`src/rvn_pkg.sv`:
```
// ----------------------------------------------------------------------------
// rvn_pkg
// Shared types and constants for the row pass nearest-feature block.
// ----------------------------------------------------------------------------
`default_nettype none

package rvn_pkg;

	localparam int ROW_W = 10;
	localparam int COL_W = 10;
	localparam int SITE_W = ROW_W + COL_W;
	localparam int BND_W = 32;
	localparam int CFG_W = 11;

	localparam int DEF_MAX_COLS = 1024;
	localparam int DEF_FRAC_BITS = 8;

	localparam logic [CFG_W-1:0] COLS_RESET = 11'd1024;

	localparam logic ACT_LOAD = 1'b0;
	localparam logic ACT_READ = 1'b1;

	// Register index, taken from paddr[2].
	localparam logic REG_COLS_IN_USE = 1'b0;

	typedef struct packed {
		logic [ROW_W-1:0] row;
		logic [COL_W-1:0] col;
	} site_t;

	typedef struct packed {
		site_t a;
		site_t b;
		logic [ROW_W-1:0] k;
	} bnd_req_t;

endpackage

`default_nettype wire

```
`src/rvn_boundary.sv`:
```
// ----------------------------------------------------------------------------
// rvn_boundary
// Bisector boundary of two sites in signed fixed point, with a bit-serial
// restoring divider for the truncating division.
// ----------------------------------------------------------------------------
`default_nettype none

module rvn_boundary #(
	parameter int FRAC_BITS = rvn_pkg::DEF_FRAC_BITS
) (
	input  wire logic                        clk,
	input  wire logic                        arst_n,
	input  wire logic                        start,
	input  wire rvn_pkg::bnd_req_t           req,
	output logic                             done,
	output logic signed [rvn_pkg::BND_W-1:0] value
);

	localparam int PW = 24;
	localparam int NW = PW - 1 + FRAC_BITS;
	localparam int VW = (NW + 2 > 33) ? NW + 2 : 33;
	localparam int DW = 12;
	localparam int CW = $clog2(NW);
	localparam logic signed [VW-1:0] SAT_MAX = VW'(64'sh7FFF_FFFF);
	localparam logic signed [VW-1:0] SAT_MIN = -SAT_MAX - VW'(1);

	typedef enum logic [4:0] {
		B_IDLE = 5'b00001,
		B_MUL  = 5'b00010,
		B_PREP = 5'b00100,
		B_DIV  = 5'b01000,
		B_FIN  = 5'b10000
	} bst_t;

	bst_t                   state_q;
	logic signed [10:0]     dr_q;
	logic signed [12:0]     sm_q;
	logic signed [DW-1:0]   den_q;
	logic signed [VW-1:0]   base_q;
	logic signed [PW-1:0]   prod_q;
	logic                   neg_q;
	logic                   denz_q;
	logic [NW-1:0]          mag_q;
	logic [DW-1:0]          rem_q;
	logic [CW-1:0]          cnt_q;

	logic signed [10:0]     dc;
	logic signed [PW+FRAC_BITS-1:0] num;
	logic signed [PW+FRAC_BITS-1:0] num_abs;
	logic [DW-1:0]          rsh;
	logic                   qbit;
	logic signed [VW-1:0]   qv;
	logic signed [VW-1:0]   vsum;

	assign dc = $signed({1'b0, req.b.col}) - $signed({1'b0, req.a.col});
	assign num = {prod_q, {FRAC_BITS{1'b0}}};
	assign num_abs = prod_q[PW-1] ? -num : num;
	assign rsh = {rem_q[DW-2:0], mag_q[NW-1]};
	assign qbit = rsh >= DW'(den_q);
	assign qv = neg_q ? -$signed(VW'(mag_q)) : $signed(VW'(mag_q));
	assign vsum = base_q + (denz_q ? VW'(0) : qv);

	always_ff @(posedge clk or negedge arst_n) begin
		if (!arst_n) begin
			state_q <= B_IDLE;
			done <= 1'b0;
		end else begin
			done <= 1'b0;
			unique case (state_q)
				B_IDLE: begin
					if (start) begin
						state_q <= B_MUL;
					end
				end
				B_MUL:  state_q <= B_PREP;
				B_PREP: state_q <= B_DIV;
				B_DIV: begin
					if (cnt_q == '0) begin
						state_q <= B_FIN;
					end
				end
				B_FIN: begin
					done <= 1'b1;
					state_q <= B_IDLE;
				end
				default: state_q <= B_IDLE;
			endcase
		end
	end

	always_ff @(posedge clk) begin
		unique case (state_q)
			B_IDLE: begin
				dr_q <= $signed({1'b0, req.b.row}) - $signed({1'b0, req.a.row});
				sm_q <= $signed({3'b0, req.a.row}) + $signed({3'b0, req.b.row})
					- $signed({2'b0, req.k, 1'b0});
				den_q <= {dc, 1'b0};
				base_q <= $signed(VW'({1'b0, req.a.col} + {1'b0, req.b.col})
					<< (FRAC_BITS - 1));
			end
			B_MUL: begin
				prod_q <= PW'(dr_q * sm_q);
			end
			B_PREP: begin
				neg_q <= prod_q[PW-1];
				denz_q <= (den_q <= 0);
				mag_q <= num_abs[NW-1:0];
				rem_q <= '0;
				cnt_q <= CW'(NW - 1);
			end
			B_DIV: begin
				rem_q <= qbit ? rsh - DW'(den_q) : rsh;
				mag_q <= {mag_q[NW-2:0], qbit};
				cnt_q <= cnt_q - CW'(1);
			end
			B_FIN: begin
				if (vsum > SAT_MAX) begin
					value <= 32'sh7FFF_FFFF;
				end else if (vsum < SAT_MIN) begin
					value <= 32'sh8000_0000;
				end else begin
					value <= vsum[rvn_pkg::BND_W-1:0];
				end
			end
			default: ;
		endcase
	end

endmodule

`default_nettype wire
```
`config.mk`:
```
export PLATFORM = sky130hd
export DESIGN_NAME = rvn_boundary
export DESIGN_NICKNAME = d
export VERILOG_FILES = /design/src/rvn_pkg.sv /design/src/rvn_boundary.sv
export SDC_FILE = /design/constraint.sdc
export NUM_CORES = 1
export LEC_CHECK = 0
export BUFFER_PORTS_ARGS = -buffer_cell sky130_fd_sc_hd__buf_2
export CORE_MARGIN = 2
export CORE_UTILIZATION = 65
export CTS_BUF_LIST = sky130_fd_sc_hd__clkbuf_8
export CTS_CLUSTER_SIZE = 25
export DETAILED_ROUTE_END_ITERATION = 8
export PLACE_DENSITY = 0.84
export REMOVE_ABC_BUFFERS = 1
export SLEW_MARGIN = 20
export SYNTH_ARGS = -nofsm -noshare
export SYNTH_HDL_FRONTEND = slang
export SYNTH_SLANG_ARGS = --single-unit
```
`constraint.sdc`:
```
create_clock -name clk -period 6.1 [get_ports clk]
set_clock_uncertainty 0.15 [all_clocks]
set_input_delay 1.83 -clock clk [delete_from_list [all_inputs] [get_ports clk]]
set_output_delay 1.83 -clock clk [all_outputs]
set_load 0.05 [all_outputs]
```
==> reports/results.ini, run 1 <==
[setup_path]
start_kind=flip-flop
reg2reg_to=prod_q[22]
crit_start=sm_q[5]
crit_end=prod_q[22]
r2r_slack_ns=0.27
critPathCaptureType=flip-flop
cp_max_fo=11
reg2reg_from=sm_q[5]
ff2ff_path_depth=19
worst-endpoint-arrival_ns=5.89
required_ns=6.16
crit_type=reg2reg

[job]
maxCapViolCount=0

[sta]
finalCriticalPeriod_ns=5.83
tightest_slew_ns=0.799
fin_setup_tns_ns=0
min_period_over_period=0.956
max_freq_mhz=171
setup_slack_ns=0.267
drv_slew=0
slew_headroom=0.462
hold_viol_final=0
final-setup-viol-count=0

[yosys]
ys_seq_area_frac=0.303
yosys_warnings=0
synth.avg_cell_area_um2=9.88
synthTopCellsByArea=edfxtp_1 (29%), fa_1 (19%), ha_1 (9.5%), inv_1 (6.4%), xor2_1 (3.5%)
ys_async_sr_fraction=0.0392
synth_cells=1525
synth-seq-cells=153
synth_area_leader_cell=edfxtp_1
synth_ff_type=edfxtp_1
synth.distinct_cells=73
synth_edf_count=147
syn_area_mm2=0.0151
synthDominantCellAreaShare=0.293

[global_routing]
overflow=0
grt_antenna_before_repair=1
grt_use_total=0.256
grt_max_degree=49
grt_pass1_vias=10800
grt_first_pass_wirelength_mm=50.1

[drt]
drt.antenna.violating_nets=0
vias=10600
drtIter0Drc=773
via_per_inst=5.59
drcViolationCount=0
drt-total-wl_mm=29.4
dr.pass1.iters=5
wl_per_cell_um=15.5

[clocking]
htreeDepth=4
clock_path_buffers=2
cts-root-buf=clkbuf_8
clock-sinks=153
cts_tree=built
postCtsHoldBufs=0
clkLatencyLatePin_ns=0.46
cts_buffers=17
path_clk_slew_ns=0.09

[hold_path]
hp-class=reg2reg

[placed_design]
io_buffer_count=85
place_area_mm2=0.0157
dp_cells=1860
gp_congestion=0.942
dp_hpwl_mm=23.5
pre_cts_slack_ns=0.169

[floorplanning]
dieHeight_um=156
pin_count=86
dieArea_mm2=0.0244
initial_core_util=0.664
num_rows=55
coreArea_mm2=0.0227
die_w_um=156

[outcome]
status=completed

[layout]
num_antenna_cells=0
drive_gt1_frac=0.120
fin_cells=1901
area_growth_pct=7.86
stdcell_area_mm2=0.0163
finalNetCount=1911

metrics by stage:
stage | hold slack, ns | util
2_1_floorplan | 0.282 | -
3_3_place_gp | 0.298 | 0.693
3_5_place_dp | 0.312 | 0.693
4_1_cts | 0.328 | 0.712
5_1_grt | 0.348 | 0.716
6_report | 0.323 | 0.716
flip-flops by register name, summed over array words and instances (netlist names):
signal   count
mag_q       31
base_q      10
neg_q        1
sm_q        11
value       32
prod_q      23
dr_q        11
done         1
denz_q       1
state_q      5
rem_q       11
cnt_q        5
den_q       11
logic make-up (layout without fill, tap and decap cells):
group,Yosys count,in the layout,synth area share
adder cells (fa/ha/maj),255,255,0.281
AO/OA/AOI/OAI,232,232,0.105
buffers and inverters,307,398,0.0804
flip-flops,153,153,0.303
AND/OR/NAND/NOR,446,446,0.152
XOR/XNOR,117,117,0.0680
multiplexers,15,15,0.0101
cells in the final DEF (no fill, tap or decap), types with 8 or more instances in the layout:
master and count:
xor2_1 60, or3_1 11, nor2_1 93, a21o_1 17, o21ai_0 62, nand3_1 10
nand2b_1 19, and3_1 8, nor3_1 25, ha_1 115, and2_1 73, nor2b_1 24
xnor2_1 57, clkbuf_8 19, nand2_1 133, o21ai_2 17, buf_2 85, inv_1 256
buf_4 25, mux2i_1 13, o31ai_1 18, edfxtp_1 147, fa_1 140, a21oi_1 54
worst min path at each step:
stage | from | slack (ns) | end | cells past startpoint
after floorplan | cnt_q[4] | 0.28 | state_q[4] | 1
after global placement | cnt_q[4] | 0.30 | state_q[4] | 1
after detailed placement | cnt_q[4] | 0.31 | state_q[4] | 1
after CTS | cnt_q[4] | 0.33 | state_q[4] | 1
after global routing | cnt_q[4] | 0.35 | state_q[4] | 1
final | cnt_q[4] | 0.32 | state_q[4] | 1
layer usage:
layer	vias up	routed length, um	share of wire	GRT usage
li1	5178	-	-	-
met1	5062	12800	0.43	0.322
met2	328	14500	0.49	0.451
met3	62	1270	0.043	0.0368
met4	0	827	0.028	0.0926
met5	-	0	0	0
worst max-delay path, stage by stage (launching register included):
cell and delay (ns):
edfxtp_1 0.58, nand2_1 0.14, fa_1 0.58, fa_1 0.44, fa_1 0.51, inv_1 0.06
fa_1 0.53, inv_1 0.05, fa_1 0.53, inv_1 0.04, ha_1 0.34, and3_1 0.16
a21oi_1 0.16, a31oi_1 0.18, a41oi_1 0.37, a211oi_2 0.14, a211oi_2 0.26, o21bai_1 0.09
a21oi_1 0.17, xnor2_1 0.09
Yosys cell counts, types with 3 or more instances:
cell type	instances
nor4_1	7
clkbuf_1	39
o31ai_2	4
nor2b_1	24
o41ai_1	7
nand4_1	5
nand2b_1	19
buf_6	3
o41ai_2	4
inv_1	255
and3_1	8
nand3b_1	5
or3_1	11
dfrtp_1	5
a21o_1	17
nand2_1	134
o21ai_0	62
and2_1	73
or2_2	5
o31ai_1	18
a21oi_1	54
or4_1	3
o21bai_1	7
xnor2_1	57
a211oi_1	6
o21ai_2	17
nand4b_1	3
ha_1	115
a31oi_1	6
nor3_1	26
nand3_1	10
a21boi_0	7
xor2_1	60
mux2i_1	13
nor2_1	93
fa_1	140
edfxtp_1	147
buf_4	3
o211ai_1	3
nor3b_1	5
layout make-up:
cell class	instances	area [um^2]
Inverter	256	965
Clock buffer	19	262
Multi-Input combinational cell	1065	9330
Fill cell	1645	6450
Timing Repair Buffer	110	613
Clock inverter	13	168
Sequential cell	153	4570
Tap cell	285	357
timing repair:
action / in CTS / in global routing
setup buffers: 0 / 9
setup endpoints to repair: 0 / 2
resized for setup: 0 / 3
Power of run 1 is not shown: default switching activity piles up to over one toggle a cycle in this logic, so the estimate is an artifact.
==> run 2, diff against run 1 <==
==> constraint.sdc (replaced) <==
create_clock -name clk -period 6.1 [get_ports clk]
set_clock_uncertainty 0.15 [all_clocks]
set_input_delay 0.61 -clock clk [delete_from_list [all_inputs] [get_ports clk]]
set_output_delay 0.61 -clock clk [all_outputs]
set_load 0.05 [all_outputs]
==> reports/results.ini, run 2 (synthesis results as in run 1) <==
[setup_path]
crit_start=sm_q[5]
reg2reg_from=sm_q[5]
crit_path_frequent_cell=fa_1
crit_family=adder cells
critPathSlowestCell=fa_1
required_ns=6.16
crit_type=reg2reg
worst-path-buf-inv=3
worst-endpoint-arrival_ns=5.88
crit_path_max_incr_delay_ns=0.58
critPathCaptureType=flip-flop
start_kind=flip-flop
cp_max_fo=11
crit_path_cell_trace=nand2_1, fa_1, fa_1, fa_1, inv_1, fa_1, inv_1, fa_1, inv_1, ha_1, and3_1, a21oi_1, a31oi_1, a41oi_1, a211oi_2, a211oi_2, o21bai_1, a21oi_1, xnor2_1

[job]
maxCapViolCount=0

[layout]
seq_area_mm2=0.00457
layout_common_cells=inv_1 (256), edfxtp_1 (147), fa_1 (140)
reg_top3=value (32), mag_q (31), prod_q (23)
multi_input_area_mm2=0.00933
largest_reg_flops=32
drive_gt1_frac=0.120
area_growth_pct=7.93
regMostFlops=value
final_common_cell=inv_1
nFillCells=1644
num_antenna_cells=0
finalNetCount=1912

[clocking]
cts_buffers=17
path_clk_slew_ns=0.09
clock_path_buffers=2
cts_tree=built
htreeDepth=4
clkLatencyLatePin_ns=0.45
clock-sinks=153
cts-root-buf=clkbuf_8

[drt]
wl_per_cell_um=15.5
drcViolationCount=0
vias=10600
drtIter0Drc=749
via_per_inst=5.57
dr.pass1.iters=7
drt-total-wl_mm=29.5
drt.antenna.violating_nets=0

[floorplanning]
coreArea_mm2=0.0227
num_rows=55
dieArea_mm2=0.0244
pin_count=86
initial_core_util=0.664
die_w_um=156
dieHeight_um=156

[sta]
max_freq_mhz=172
tightest_slew_ns=0.800
finalCriticalPeriod_ns=5.82
slew_headroom=0.461
min_period_over_period=0.954
fin_setup_tns_ns=0
holdWs_ns=0.244
drv_slew=0
final-setup-viol-count=0
hold_viol_final=0

[placed_design]
dp_hpwl_mm=23.5
io_buffer_count=85
gp_congestion=0.942

[global_routing]
overflow=0
grt_pass1_vias=10800
grt_first_pass_wirelength_mm=50.2
grt_max_degree=49
grt_antenna_before_repair=1
grt_use_total=0.256

[hold_path]
hp-class=in2reg
hold_start=start

[outcome]
status=completed

run 2: cell types whose count changed in the layout (fill, tap and decap cells not counted), sizes merged:
cell         change
dlygate4sd3      +1
run 2: cell type report:
class | instances | share of cell area
clock buffers | 19 | 0.0161
clock inverters | 13 | 0.0103
inverters | 256 | 0.0593
multi-input cells | 1065 | 0.573
flip-flops and latches | 153 | 0.281
well taps | 285 | 0.0219
repair buffers | 111 | 0.0383
run 2: path summary, 6_finish.rpt:
check,slack (ns),endpoint,depth (start not counted)
setup / recovery,0.28,prod_q[22],19
hold / removal,0.24,state_q[1],2
setup reg to reg,0.28,prod_q[22],19
hold reg to reg,0.32,state_q[4],1
max in group asynchronous,5.16,state_q[0],2
min in group asynchronous,0.42,state_q[2],2
run 2: repair_timing:
item / CTS / global route
setup buffers: 0 / 9
endpoints found under the setup margin: 0 / 2
gates resized for setup: 0 / 3
hold buffers: 1 / 0
endpoints found under the hold margin: 6 / 0
run 2: metrics by stage:
step / instance area (um^2) / std cells / util / setup WS [ns]
2_1_floorplan: 14800 / 1474 / - / 0.529
3_3_place_gp: 15700 / 1860 / 0.693 / 0.301
3_5_place_dp: 15700 / 1860 / 0.693 / 0.169
4_1_cts: 16200 / 1893 / 0.713 / 0.183
5_1_grt: 16300 / 1902 / 0.716 / -0.0219
6_report: 16300 / 1902 / 0.716 / 0.279
run 2: metal layers:
metal / track usage / part of all wire
met5: 0 / 0
met4: 0.0926 / 0.025
met1: 0.323 / 0.43
met2: 0.452 / 0.50
met3: 0.0368 / 0.046
Power of run 2 is left out for the same reason.
